## src/rtl/gqa_pkg.sv

```systemverilog
// Shared types and constants of the grouped-query attention step block.
// Holds item action codes, register indexes, the controller/datapath
// command and status words and the exponential lookup table.
package gqa_pkg;

   // action codes of an input word
   localparam logic [1:0] ACT_WR_QUERY = 2'd0;
   localparam logic [1:0] ACT_WR_KEY   = 2'd1;
   localparam logic [1:0] ACT_WR_VALUE = 2'd2;
   localparam logic [1:0] ACT_RUN      = 2'd3;

   // register indexes of the configuration port
   localparam logic [1:0] CSR_HEAD_COUNT  = 2'd0;
   localparam logic [1:0] CSR_GROUP_SIZE  = 2'd1;
   localparam logic [1:0] CSR_HEAD_WIDTH  = 2'd2;
   localparam logic [1:0] CSR_SCORE_SCALE = 2'd3;

   localparam int EXP_ENTRIES = 1024;
   localparam int DOT_W       = 39;   // 64 products of Q8.24
   localparam int PROD_W      = 55;   // dot times unsigned Q0.16 scale
   localparam int ACC_W       = 42;   // up to 128 weight-value products

   typedef logic [15:0] exp_table_type [EXP_ENTRIES];

   typedef struct packed {
      logic write_item;
      logic start_run;
      logic err_load;
      logic rd_qk;
      logic mac_dot;
      logic mul_score;
      logic wr_score;
      logic rd_score;
      logic exp_lookup;
      logic exp_acc;
      logic div_load;
      logic div_step;
      logic wr_quot;
      logic rd_wv;
      logic mac_out;
      logic emit;
   } cmd_type;

   typedef struct packed {
      logic run_bad;
      logic t_last;
      logic d_last;
      logic div_last;
      logic out_free;
   } stat_type;

   // exp(-k/64) in Q0.16 built by a Q0.32 recurrence
   function automatic exp_table_type build_exp();
      exp_table_type tbl;
      logic [63:0]   acc;
      logic [63:0]   e;
      acc = 64'h1_0000_0000;
      for (int i = 0; i < EXP_ENTRIES; i++) begin
         if (i > 0) begin
            acc = (acc * 64'd4228380000 + 64'h8000_0000) >> 32;
         end
         e = (acc + 64'd32768) >> 16;
         tbl[i] = (e > 64'd65535) ? 16'hFFFF : e[15:0];
      end
      return tbl;
   endfunction

   localparam exp_table_type EXP_TABLE = build_exp();

endpackage

```

## src/rtl/gqa_control.sv

```systemverilog
// Sequencer of the grouped-query attention step block.
// Depends on gqa_pkg for the command and status words.
module gqa_control (
   input  logic              clock,
   input  logic              reset,
   input  logic              req_valid,
   output logic              req_ready,
   input  logic [1:0]        req_action,
   input  gqa_pkg::stat_type stat,
   output gqa_pkg::cmd_type  cmd
);

   localparam logic [4:0] S_IDLE     = 5'd0;
   localparam logic [4:0] S_ERR      = 5'd1;
   localparam logic [4:0] S_SC_RD    = 5'd2;
   localparam logic [4:0] S_SC_MAC   = 5'd3;
   localparam logic [4:0] S_SC_MUL   = 5'd4;
   localparam logic [4:0] S_SC_WR    = 5'd5;
   localparam logic [4:0] S_EX_RD    = 5'd6;
   localparam logic [4:0] S_EX_LK    = 5'd7;
   localparam logic [4:0] S_EX_ACC   = 5'd8;
   localparam logic [4:0] S_DV_RD    = 5'd9;
   localparam logic [4:0] S_DV_LD    = 5'd10;
   localparam logic [4:0] S_DV_RUN   = 5'd11;
   localparam logic [4:0] S_DV_WR    = 5'd12;
   localparam logic [4:0] S_OUT_RD   = 5'd13;
   localparam logic [4:0] S_OUT_MAC  = 5'd14;
   localparam logic [4:0] S_OUT_EMIT = 5'd15;

   logic [4:0] state_ff;
   logic [4:0] state_in;

   assign req_ready = (state_ff == S_IDLE);

   always_comb begin
      state_in = state_ff;
      cmd      = '0;
      case (state_ff)
         S_IDLE: begin
            if (req_valid) begin
               if (req_action == gqa_pkg::ACT_RUN) begin
                  cmd.start_run = 1'b1;
                  state_in = stat.run_bad ? S_ERR : S_SC_RD;
               end else begin
                  cmd.write_item = 1'b1;
               end
            end
         end
         S_ERR: begin
            if (stat.out_free) begin
               cmd.err_load = 1'b1;
               state_in = S_IDLE;
            end
         end
         S_SC_RD: begin
            cmd.rd_qk = 1'b1;
            state_in = S_SC_MAC;
         end
         S_SC_MAC: begin
            cmd.mac_dot = 1'b1;
            state_in = stat.d_last ? S_SC_MUL : S_SC_RD;
         end
         S_SC_MUL: begin
            cmd.mul_score = 1'b1;
            state_in = S_SC_WR;
         end
         S_SC_WR: begin
            cmd.wr_score = 1'b1;
            state_in = stat.t_last ? S_EX_RD : S_SC_RD;
         end
         S_EX_RD: begin
            cmd.rd_score = 1'b1;
            state_in = S_EX_LK;
         end
         S_EX_LK: begin
            cmd.exp_lookup = 1'b1;
            state_in = S_EX_ACC;
         end
         S_EX_ACC: begin
            cmd.exp_acc = 1'b1;
            state_in = stat.t_last ? S_DV_RD : S_EX_RD;
         end
         S_DV_RD: begin
            cmd.rd_score = 1'b1;
            state_in = S_DV_LD;
         end
         S_DV_LD: begin
            cmd.div_load = 1'b1;
            state_in = S_DV_RUN;
         end
         S_DV_RUN: begin
            cmd.div_step = 1'b1;
            if (stat.div_last) begin
               state_in = S_DV_WR;
            end
         end
         S_DV_WR: begin
            cmd.wr_quot = 1'b1;
            state_in = stat.t_last ? S_OUT_RD : S_DV_RD;
         end
         S_OUT_RD: begin
            cmd.rd_wv = 1'b1;
            state_in = S_OUT_MAC;
         end
         S_OUT_MAC: begin
            cmd.mac_out = 1'b1;
            state_in = stat.t_last ? S_OUT_EMIT : S_OUT_RD;
         end
         S_OUT_EMIT: begin
            if (stat.out_free) begin
               cmd.emit = 1'b1;
               state_in = stat.d_last ? S_IDLE : S_OUT_RD;
            end
         end
         default: begin
            state_in = S_IDLE;
         end
      endcase
   end

   always_ff @(posedge clock) begin
      if (reset) begin
         state_ff <= S_IDLE;
      end else begin
         state_ff <= state_in;
      end
   end

`ifndef NO_ASSERTIONS
   a_emit_free: assert property (@(posedge clock) disable iff (reset)
      (cmd.emit || cmd.err_load) |-> stat.out_free)
      else $error("result loaded while output register busy");
   a_div_exit: assert property (@(posedge clock) disable iff (reset)
      (state_ff == S_DV_RUN && stat.div_last) |=> state_ff == S_DV_WR)
      else $error("divider did not hand over its quotient");
   a_run_end: assert property (@(posedge clock) disable iff (reset)
      (cmd.emit && stat.d_last) |=> state_ff == S_IDLE)
      else $error("run did not end after its last element");
`endif

endmodule

```

## config.mk

```make
export PLATFORM = sky130hd
export DESIGN_NAME = gqa_control
export DESIGN_NICKNAME = d
export VERILOG_FILES = /design/src/rtl/gqa_pkg.sv /design/src/rtl/gqa_control.sv
export SDC_FILE = /design/constraint.sdc
export NUM_CORES = 1
export LEC_CHECK = 0
export BUFFER_PORTS_ARGS = -buffer_cell sky130_fd_sc_hd__buf_2
export CORE_AREA = 2 2 39 41
export CTS_BUF_LIST = sky130_fd_sc_hd__clkbuf_8
export DETAILED_ROUTE_END_ITERATION = 16
export DIE_AREA = 0 0 41 43
export PLACE_DENSITY_LB_ADDON = 0.12
export SLEW_MARGIN = 20
export SYNTH_ARGS = -nofsm -noshare
export SYNTH_HDL_FRONTEND = slang
export SYNTH_SLANG_ARGS = --single-unit
```

## constraint.sdc

```tcl
create_clock -name clock -period 3 [get_ports clock]
set_input_delay 0 -clock clock [delete_from_list [all_inputs] [get_ports clock]]
set_output_delay 0 -clock clock [all_outputs]
set_load 0.1 [all_outputs]
```

After elaboration in Yosys (flattened, before gate mapping)
Index checks and enable logic that the tools add are counted.
- register bits: 5
- input port bits: 10
- equality and inequality tests: 21
- multiplexer cells: 32
- reductions and logical operators: 3
- operators by type and width (operator ; number):
    $pmux 5 s16 ; 1
    $eq 5x4->1 const B ; 8
    $mux 5 ; 5
    $eq 5x3->1 const B ; 4
    $mux 1 ; 17
    $eq 5x2->1 const B ; 2
    $mux 3 ; 3
    $mux 2 ; 4
    $mux 4 ; 2
    $ne 2x2->1 const B ; 4
    $eq 5x1->1 const B ; 1
    $logic_not 5->1 ; 1
    $reduce_and 5->1 ; 1
    $eq 2x2->1 const B ; 1
    $ne 2x1->1 const B ; 1
    $reduce_or 2->1 ; 1

Depth between registers and ports, before layout
Gate-level depths: netlist of the first run.
- depth in word-level cells: 4
- mapped depth: 6

Least setup slack after synthesis of the first run
No wires, ideal clock.
- path type: reg-to-output
- start: register state_ff[1]
- end: output cmd[15] (netlist name)
- arrival: 3.290 ns
- required time: 3.000 ns
- path slack: -0.290 ns
- cell stages (with the launch flop): 5
- path through: dfxtp_1 -> buf_6 -> nor4_4 -> nand2_1 -> a21oi_1
- RTL lines (element ; RTL line ; RTL):
    start: declaration ; gqa_control.sv:30 ; logic [4:0] state_ff;
    start signal: assignment ; gqa_control.sv:125 ; state_ff <= state_in;
    end: declaration ; gqa_control.sv:10 ; output gqa_pkg::cmd_type cmd

==> results by group, run 1 <==
STA
  – Fin. Hold Viols: 0
  – Setup TNS: 0 ns
  – Min Tclk post-route: 2.005 ns
  – RSZ-0062 raised after global routing: false
  – Slew headroom: 0.5647
  – Slew @ Worst Pin: 0.6520 ns
  – Max Clk Rate: 498.8 MHz
  – Setup Viol. Count Final: 0
  – Worst setup margin: 0.9950 ns
  – Final Skew: 0.002195 ns
  – Min Hold Slack: 0.009012 ns
  – Final period utilization: 0.6683
  – Slew Viols, Final: 0

Setup path
  – Critical path capture point type: output pin
  – Critical Path RT: 3.00 ns
  – Max stage delay cell, worst path: dfxtp_1
  – Arrival @ worst endpoint: 2.01 ns
  – Sequence of cells on the critical path: or2b_2, nor2_1, and2_1, buf_2
  – Crit path kind: flip-flop to output pin
  – Crit path max fanout: 20
  – CP bufs+invs: 1
  – Crit start category: flip-flop
  – Slowest stage delay, CP: 0.70 ns
  – Top cell family by delay on the critical path: flip-flops

Clocking
  – Clock slew at reported path FFs: 0.03 ns
  – TritonCTS Buffers: 3
  – Cts hold-fix bufs: 0
  – Longest Clk Path Bufs: 2
  – CTS tree: yes
  – Setup Buffers After CTS: 0
  – Clk_lat worst skew: 0.22 ns
  – Clk sinks: 4
  – Post-CTS sizing: 0
  – H-tree levels: 1
  – CTS Root Cell: clkbuf_8

Placement
  – Gpl congestion: 0.8018
  – DP HPWL: 1212 µm
  – Placed Cells: 122
  – PortBufs: 26
  – Placed cell area: 713.2 µm²
  – Place WS: 1.221 ns

Die
  – Die height: 43 µm
  – Core footprint: 1384 µm²
  – # IOs: 27
  – Placement Rows: 14
  – Die ar.: 1763 µm²
  – Die Wd: 41 µm
  – Starting Density: 0.4476

Cells and area
  – Final cell area excluding filler cells: 754.5 µm²
  – # nets final: 121
  – Max reg flops: 4
  – Largest Register: state_ff
  – Regs by FF count: state_ff: 4 flops
  – Share of cells above drive strength 1: 0.3853
  – Most common cell after layout, fill and taps aside: buf_2
  – N_diodes: 0
  – Commonest cells after routing, fill and taps aside: 26 x buf_2, 14 x nor2_1, 8 x nand2_1, 5 x nand2b_1
  – Number of standard cells in the final layout excluding fillers: 125
  – FF/Latch Area: 80.08 µm²
  – Filler cells: 153
  – Area grow syn2layout: 21.82%
  – Area of the multi-input gates: 475.5 µm²

Route
  – DRT Pass-1 Iters: 4
  – Initial DRC Count: 7
  – Drt drc: 0
  – Via/cell ratio: 5.528
  – Post-route ant nets: 0
  – Final WL: 1572 µm
  – Via Count: 691
  – Routed WL per cell: 12.58 µm

Pwr
  – Power share of the clock group: 0.302
  – VDD IR max: 0.2658 mV
  – NetSw: 0.1895 mW
  – Pleak: 0.3303 nW
  – Sw Share: 0.4906
  – Combinational share of power: 0.486
  – Pint: 0.1967 mW
  – Pwr/cell area: 511.9 nW/µm²
  – Sequential power share: 0.211

Run
  – Maximum Capacitance Violations: 0

Global routing
  – Initial antenna violation count: 0
  – Vias in the first global route: 616
  – Global-route wire length before repair: 2546 µm
  – Grt ovf: 0
  – GRT Overall Usage: 0.2108
  – Largest net degree at the start of global routing: 22

Synthesis
  – Synth area leaders: dfxtp_1 13%, nor2_1 9.1%, buf_6 7.3%
  – Primary FF master, synth: dfxtp_1
  – Cells after Synth: 87
  – Cell Area, Synth: 619.3 µm²
  – Register area share after synthesis: 0.1293
  – Post-synth ARST share: 0
  – Count of different cell masters after synthesis: 38
  – Yosys reg bits: 4
  – Mapped Nets: 97
  – Mean Syn Cell Area: 7.119 µm²
  – EDFF count, synth: 0
  – Top cell type's share of synthesized area: 0.1293
  – Leading area contributor after synthesis: dfxtp_1
  – Synth Warn #: 0

Outcome
  – Outcome: finished clean

Worst hold path
  – Hold Crit Class: input pin to flip-flop
==> Yosys cell counts, types with 2 or more instances <==
library cell and n:
a21oi_1 5, a31oi_1 2, and2_1 2, buf_2 2
buf_6 4, dfxtp_1 4, inv_1 2, nand2_1 8
nand2b_1 5, nor2_1 15, nor2b_1 4, o21a_1 2
o21ai_0 3, o21ai_1 3, o21ai_2 2, or2_2 2
==> per-stage QoR <==
stage               utilization  power [mW]
global placement         0.5154      0.2706
finish                   0.5452      0.3862
CTS                      0.5452      0.3900
detailed placement       0.5154      0.2703
floorplan                     -      0.2503
global route             0.5452      0.4067
==> final timing paths <==
check | from | to | cells after the start | slack, ns
hold / removal | reset | state_ff[0] | 2 | 0.009
setup / recovery | state_ff[0] | cmd[13] | 4 | 0.99
hold reg to reg | state_ff[0] | state_ff[0] | 2 | 0.76
setup reg to reg | state_ff[3] | state_ff[1] | 4 | 1.32
==> cell families after synthesis <==
kind of cell	after synthesis	synth area share
AND/OR/NAND/NOR	45	0.4020
flip-flops	4	0.1293
buffers and inverters	9	0.1131
AO/OA/AOI/OAI	29	0.3556
==> layer usage <==
metal	wire length (µm)	vias to the layer above	global-route usage	part of all wire
met5	0	-	0	0
met4	27	0	0.1000	0.017
met3	83	4	0.03141	0.053
met2	788	30	0.3500	0.50
met1	672	301	0.2476	0.43
li1	-	356	-	-
==> final cells by class <==
class / instances / area share
Inverter: 2 / 0.009950
Multi-Input combinational cell: 74 / 0.6302
Tap cell: 16 / 0.02653
Timing Repair Buffer: 26 / 0.1725
Sequential cell: 4 / 0.1061
Clock buffer: 3 / 0.05473
==> worst register-to-register path, delay by kind of cell, from the launching register on <==
| family | cells | cell delay, ns |
|---|---|---|
| flip-flops | 1 | 0.73 |
| AND/OR/NAND/NOR | 1 | 0.34 |
| AO/OA/AOI/OAI | 3 | 0.50 |
==> power groups by stage <==
stage               Clock, mW  Sequential (mW)  Combinational [mW]
floorplan                   0           0.0629               0.187
global placement            0           0.0816               0.189
detailed placement          0           0.0821               0.188
CTS                     0.120           0.0813               0.189
global route            0.122           0.0851               0.199
finish                  0.117           0.0817               0.188
Power figures use the tool's default switching activity.
==> run 2, diff against run 1 <==
--- a/config.mk
+++ b/config.mk
@@ -5,11 +5,11 @@
 export SDC_FILE = /design/constraint.sdc
 export NUM_CORES = 1
 export LEC_CHECK = 0
+export ABC_AREA = 1
 export BUFFER_PORTS_ARGS = -buffer_cell sky130_fd_sc_hd__buf_2
-export CORE_AREA = 2 2 39 41
+export CORE_UTILIZATION = 42
 export CTS_BUF_LIST = sky130_fd_sc_hd__clkbuf_8
 export DETAILED_ROUTE_END_ITERATION = 16
-export DIE_AREA = 0 0 41 43
 export PLACE_DENSITY_LB_ADDON = 0.12
 export SLEW_MARGIN = 20
 export SYNTH_ARGS = -nofsm -noshare
==> constraint.sdc (replaced) <==
create_clock -name clock -period 1.8 [get_ports clock]
set_input_delay 0 -clock clock [delete_from_list [all_inputs] [get_ports clock]]
set_output_delay 0 -clock clock [all_outputs]
set_load 0.1 [all_outputs]
==> run 2 against run 1 <==
Net effect:
- clock skew grew 0.0034 ns
- core utilization up 13 points
- critical endpoint is now cmd[14]
- combinational power up 21%
- final cell count is 26% higher
- register-to-register slack lost 0.89 ns
- setup slack worse by 0.79 ns
==> results by group, run 2 <==
Pwr
  – VDD IR max: 0.6451 mV (+140%)
  – Power share of the clock group: 0.361 (+0.059)
  – Pleak: 0.4954 nW (+50%)
  – Pwr Total: 0.5154 mW (+33%)
  – Sequential power share: 0.198 (-0.013)
  – NetSw: 0.2264 mW (+19%)
  – Pint: 0.2889 mW (+47%)
  – Combinational share of power: 0.441 (-0.045)
  – Pwr/cell area: 647.6 nW/µm² (+27%)
  – Sw Share: 0.4394 (-0.05126)

Clocking
  – CTS Root Cell: clkbuf_8
  – Clock slew at reported path FFs: 0.03 ns (about the same)
  – Setup Buffers After CTS: 0 (unchanged)
  – Post-CTS sizing: 0 (unchanged)
  – TritonCTS Buffers: 3 (unchanged)
  – Clk_lat worst skew: 0.22 ns (about the same)
  – CTS tree: yes
  – Clk sinks: 4 (unchanged)
  – H-tree levels: 1 (unchanged)
  – Longest Clk Path Bufs: 2 (unchanged)

Synthesis
  – Synth Warn #: 0 (unchanged)
  – Primary FF master, synth: dfxtp_1
  – Leading area contributor after synthesis: nand2_1
  – Count of different cell masters after synthesis: 15 (-61%)
  – Most instantiated cells after synthesis: 33 x nand2_1, 19 x nor2_1, 16 x inv_1, 11 x nand3_1, 7 x inv_2
  – Cells after Synth: 113 (+30%)
  – Top cell type's share of synthesized area: 0.2176 (+0.08829)
  – Mean Syn Cell Area: 5.038 µm² (-29%)
  – Mapped Nets: 123 (+27%)
  – Post-synth ARST share: 0 (unchanged)
  – Cell Area, Synth: 569.3 µm² (-8.1%)
  – Register area share after synthesis: 0.1407 (+0.01137)
  – Yosys reg bits: 4 (unchanged)
  – Count leader, synth: nand2_1
  – EDFF count, synth: 0 (unchanged)
  – Synth area leaders: nand2_1 22%, dfxtp_1 14%, nor2_1 13%

Cells and area
  – Filler cells: 131 (-14%)
  – Commonest cells after routing, fill and taps aside: 33 x nand2_1, 26 x buf_2, 16 x inv_1, 14 x nor2_2, 11 x nand3_1
  – Regs by FF count: state_ff: 4 flops
  – Share of cells above drive strength 1: 0.4196 (+0.03426)
  – Utilization after layout: 0.6709 (+0.1257)
  – Max reg flops: 4 (unchanged)
  – # nets final: 155 (+28%)
  – N_diodes: 0 (unchanged)
  – Area grow syn2layout: 39.78%
  – Largest Register: state_ff
  – Most common cell after layout, fill and taps aside: nand2_1

Global routing
  – Initial antenna violation count: 0 (unchanged)
  – Grt ovf: 0 (unchanged)
  – GRT Overall Usage: 0.2479 (+0.03707)
  – Vias in the first global route: 679 (+10%)
  – Largest net degree at the start of global routing: 9 (-59%)
  – Global-route wire length before repair: 2587 µm (+1.6%)

Setup path
  – Critical path capture point type: output pin
  – R2R setup slack: 0.43 ns (-0.89 ns)
  – FF-to-FF path depth: 8 (+4)
  – Arrival @ worst endpoint: 1.59 ns (-0.42 ns)
  – R2R Path End: state_ff[1]
  – Reg-to-Reg Start: state_ff[0]
  – Crit path max fanout: 8 (-60%)
  – Crit path kind: flip-flop to output pin
  – Critical Path RT: 1.80 ns (-1.20 ns)
  – Crit start category: flip-flop

Route
  – Initial DRC Count: 31 (+24)
  – Drt drc: 0 (unchanged)
  – Final WL: 1646 µm (+4.7%)
  – Via/cell ratio: 5.000 (-9.6%)
  – Via Count: 785 (+14%)
  – Routed WL per cell: 10.48 µm (-17%)
  – Post-route ant nets: 0 (unchanged)
  – DRT Pass-1 Iters: 4 (unchanged)

Die
  – Placement Rows: 12 (-2)
  – # IOs: 27 (unchanged)
  – Die height: 38.82 µm (-9.7%)
  – Core footprint: 1186 µm² (-14%)
  – Die ar.: 1507 µm² (-15%)
  – Die Wd: 38.82 µm (-5.3%)
  – Starting Density: 0.4800 (+0.03240)

STA
  – Setup Viol. Count Final: 0 (unchanged)
  – Slew headroom: 0.6747 (+0.1100)
  – Max Clk Rate: 627.8 MHz
  – Slew @ Worst Pin: 0.4914 ns (-0.1607 ns)
  – Min Hold Slack: 0.1315 ns (+0.1225 ns)
  – RSZ-0062 raised after global routing: false
  – Final Skew: 0.005642 ns (+0.003447 ns)
  – Final period utilization: 0.8850
  – Slew Viols, Final: 0 (unchanged)
  – Min Tclk post-route: 1.593 ns
  – Worst setup margin: 0.2070 ns (-0.7880 ns)
  – Fin. Hold Viols: 0 (unchanged)

Run
  – Maximum Capacitance Violations: 0 (unchanged)

Placement
  – Place WS: 0.4544 ns (-0.7663 ns)
  – PortBufs: 26 (unchanged)
  – Gpl congestion: 0.8352 (+4.2%)
  – DP HPWL: 1307 µm (+7.8%)

Worst hold path
  – Hold path cells: 4 (+2)
  – Worst hold start: stat[0]
  – Hold Crit Class: input pin to flip-flop
  – Hold EP: state_ff[2]

Outcome
  – Outcome: finished clean
==> run 2: layout make-up <==
cell class	instances	area, µm²	share of cell area
multi-input combinational	86	430.4	0.5409
inverter	23	86.33	0.1085
timing repair buffer	27	140.1	0.1761
clock buffer	3	41.29	0.05189
sequential	4	80.08	0.1006
tap	14	17.52	0.02201
==> run 2: repair_timing <==
item                                    in CTS  in global routing
endpoints found under the setup margin       0                  0
hold endpoints to repair                     4                  0
hold buffers                                 1                  0
==> run 2: through the flow <==
step	instances	setup TNS [ns]	area [µm²]
4_1_cts	157	0	795.8
6_report	157	0	795.8
3_3_place_gp	153	0	744.5
3_5_place_dp	153	0	744.5
5_1_grt	157	0	795.8
2_1_floorplan	113	-0.3011	596.8
==> run 2: cell families (layout without fill, tap and decap cells) <==
kind of cell,after synthesis,count (layout),share of synthesized area
buf+inv,23,53,0.1517
simple gates,78,78,0.6308
compound gates,8,8,0.07692
flops,4,4,0.1407
==> run 2: per-layer routing <==
layer | vias to the layer above | track usage | wire length, µm
li1 | 400 | - | -
met1 | 354 | 0.2655 | 689
met2 | 29 | 0.4833 | 863
met3 | 2 | 0.03468 | 84
met4 | 0 | 0.07759 | 9
met5 | - | 0 | 0
==> run 2: power by group through the flow <==
stage	clock, mW	combinational, mW	sequential [mW]
after detailed placement	0	0.223	0.103
after floorplan	0	0.182	0.102
after CTS	0.187	0.227	0.102
final	0.186	0.227	0.102
after global placement	0	0.222	0.103
after global routing	0.195	0.242	0.103
==> run 2: worst max path at each step <==
stage / start / end / slack [ns]
global route: state_ff[0] / cmd[14] / 0.12
finish: state_ff[1] / cmd[14] / 0.21
floorplan: state_ff[1] / cmd[10] / -0.15
global placement: state_ff[1] / cmd[14] / 0.45
CTS: state_ff[1] / cmd[14] / 0.23
detailed placement: state_ff[1] / cmd[14] / 0.45
==> run 2: critical path, cell delays in order (launching register included) <==
cell	delay (ns)
dfxtp_1	0.35
nor2_2	0.35
nand2_2	0.14
nor2_2	0.11
buf_2	0.42
==> run 3, diff against run 2 <==
--- a/config.mk
+++ b/config.mk
@@ -11,6 +11,7 @@
 export CTS_BUF_LIST = sky130_fd_sc_hd__clkbuf_8
 export DETAILED_ROUTE_END_ITERATION = 16
 export PLACE_DENSITY_LB_ADDON = 0.12
+export RECOVER_POWER = 50
 export SLEW_MARGIN = 20
 export SYNTH_ARGS = -nofsm -noshare
 export SYNTH_HDL_FRONTEND = slang
==> run 3 against run 2 <==
Net effect:
- non-clock buffer count unchanged
- core utilization decreased by 0.63 points
- final area decreased by 0.94%
- combinational power decreased by 2%
- wire length decreased by 1.8%
- clock skew increased by 0.00084 ns
- critical path type unchanged
- largest power group unchanged
==> results by group, run 3 (synthesized netlist as in run 2, its figures left out) <==
Placement
  – DP HPWL: 1307 µm (unchanged)
  – PortBufs: 26 (unchanged)
  – Gpl congestion: 0.8352 (unchanged)
  – Placed cell area: 744.5 µm² (unchanged)

Global routing
  – Initial antenna violation count: 0 (unchanged)
  – Largest net degree at the start of global routing: 9 (unchanged)
  – Global-route wire length before repair: 2587 µm (unchanged)
  – GRT Overall Usage: 0.2479 (unchanged)
  – Vias in the first global route: 679 (unchanged)
  – Grt ovf: 0 (unchanged)

Worst hold path
  – Hold EP: state_ff[2]
  – Hold Crit Class: input pin to flip-flop
  – Hold path cells: 4 (unchanged)
  – Worst hold start: stat[0]

Die
  – Starting Density: 0.4800 (unchanged)
  – Die height: 38.82 µm (unchanged)
  – Die Wd: 38.82 µm (unchanged)
  – # IOs: 27 (unchanged)
  – Core footprint: 1186 µm² (unchanged)
  – Die ar.: 1507 µm² (unchanged)
  – Placement Rows: 12 (unchanged)

Route
  – Routed WL per cell: 10.29 µm (-1.8%)
  – Drt drc: 0 (unchanged)
  – Initial DRC Count: 28 (-9.7%)
  – Final WL: 1616 µm (-1.8%)
  – DRT Pass-1 Iters: 4 (unchanged)
  – Via Count: 785 (unchanged)
  – Post-route ant nets: 0 (unchanged)
  – Via/cell ratio: 5.000 (unchanged)

Cells and area
  – # nets final: 155 (unchanged)
  – Area grow syn2layout: 38.46%
  – Most common cell after layout, fill and taps aside: nand2_1
  – Commonest cells after routing, fill and taps aside: 34 x nand2_1, 20 x buf_2, 16 x inv_1, 14 x nor2_2, 12 x nand3_1
  – Largest Register: state_ff
  – N_diodes: 0 (unchanged)
  – Final cell area excluding filler cells: 788.3 µm² (-0.94%)
  – Max reg flops: 4 (unchanged)
  – Share of cells above drive strength 1: 0.4056 (-0.01399)
  – Regs by FF count: state_ff: 4 flops
  – Filler cells: 133 (+1.5%)

Setup path
  – Crit start category: flip-flop
  – R2R setup slack: 0.37 ns (-0.06 ns)
  – Crit path max fanout: 8 (unchanged)
  – R2R Path End: state_ff[1]
  – FF-to-FF path depth: 7 (-1)
  – Critical Path RT: 1.80 ns (about the same)
  – Arrival @ worst endpoint: 1.63 ns (+0.04 ns)
  – Reg-to-Reg Start: state_ff[0]
  – Crit path kind: flip-flop to output pin
  – Critical path capture point type: output pin

STA
  – RSZ-0062 raised after global routing: false
  – Min Hold Slack: 0.1276 ns (-0.003921 ns)
  – Final period utilization: 0.9073 (+0.02233)
  – Fin. Hold Viols: 0 (unchanged)
  – Slew @ Worst Pin: 0.5462 ns (+0.05479 ns)
  – Setup Viol. Count Final: 0 (unchanged)
  – Max Clk Rate: 612.3 MHz (-2.5%)
  – Min Tclk post-route: 1.633 ns (+0.04020 ns)
  – Slew headroom: 0.6374 (-0.03723)
  – Final Skew: 0.006479 ns (+0.0008369 ns)
  – Slew Viols, Final: 0 (unchanged)

Clocking
  – CTS Root Cell: clkbuf_8
  – TritonCTS Buffers: 3 (unchanged)
  – Longest Clk Path Bufs: 2 (unchanged)
  – H-tree levels: 1 (unchanged)
  – Clk_lat worst skew: 0.22 ns (about the same)
  – Setup Buffers After CTS: 0 (unchanged)
  – CTS tree: yes
  – Clock slew at reported path FFs: 0.03 ns (about the same)
  – Clk sinks: 4 (unchanged)

Run
  – Maximum Capacitance Violations: 0 (unchanged)

Pwr
  – Pwr Total: 0.5117 mW (-0.71%)
  – Pleak: 0.4883 nW (-1.4%)
  – VDD IR max: 0.6438 mV (-0.19%)
  – Pwr/cell area: 649.2 nW/µm² (+0.24%)

Outcome
  – Outcome: finished clean
## run 3: layout make-up
cell class	instances	area, µm²	share of cell area
multi-input cells	86	422.9	0.5365
repair buffers	27	140.1	0.1778
inverters	23	86.33	0.1095
flip-flops and latches	4	80.08	0.1016
clock buffers	3	41.29	0.05238
well taps	14	17.52	0.02222
## run 3: per-layer routing
metal | up-vias | part of all wire | wire length, µm | track usage
met2 | 24 | 0.52 | 847 | 0.4833
li1 | 401 | - | - | -
met1 | 356 | 0.40 | 652 | 0.2655
met5 | - | 0 | 0 | 0
met3 | 4 | 0.063 | 102 | 0.03468
met4 | 0 | 0.0087 | 14 | 0.07759
## run 3: critical path: stages, from the launching register on
cell	delay (ns)
dfxtp_1	0.36
nor2_2	0.31
nand2_1	0.19
nor2_2	0.13
buf_2	0.42
## run 3: worst max path at each step
stage               to  slack, ns  depth (start not counted)        start
2_1_floorplan  cmd[10]      -0.15                          3  state_ff[1]
3_3_place_gp   cmd[14]       0.45                          4  state_ff[1]
3_5_place_dp   cmd[14]       0.45                          4  state_ff[1]
4_1_cts        cmd[14]       0.23                          4  state_ff[1]
5_1_grt        cmd[14]       0.07                          4  state_ff[0]
6_report       cmd[14]       0.17                          4  state_ff[0]
## run 3: through the flow
step	setup TNS, ns	worst slack [ns]	std cells	util
after floorplan	-0.3011	-0.1470	113	-
after global placement	0	0.4505	153	0.6276
after detailed placement	0	0.4544	153	0.6276
after CTS	0	0.2261	157	0.6709
after global routing	0	0.07458	157	0.6646
final	0	0.1668	157	0.6646
## run 3: what timing repair did
action,4_1_cts,5_1_grt
hold buffers,1,0
hold endpoints to repair,4,0
resized for setup,0,0
## run 3: power breakdown
group          total [mW]  switching, mW  leakage, nW  internal, mW
Combinational       0.223          0.173        0.434        0.0505
Clock               0.187         0.0443       0.0216         0.142
Sequential          0.102        0.00807       0.0324        0.0939
Total               0.512          0.225        0.488         0.287
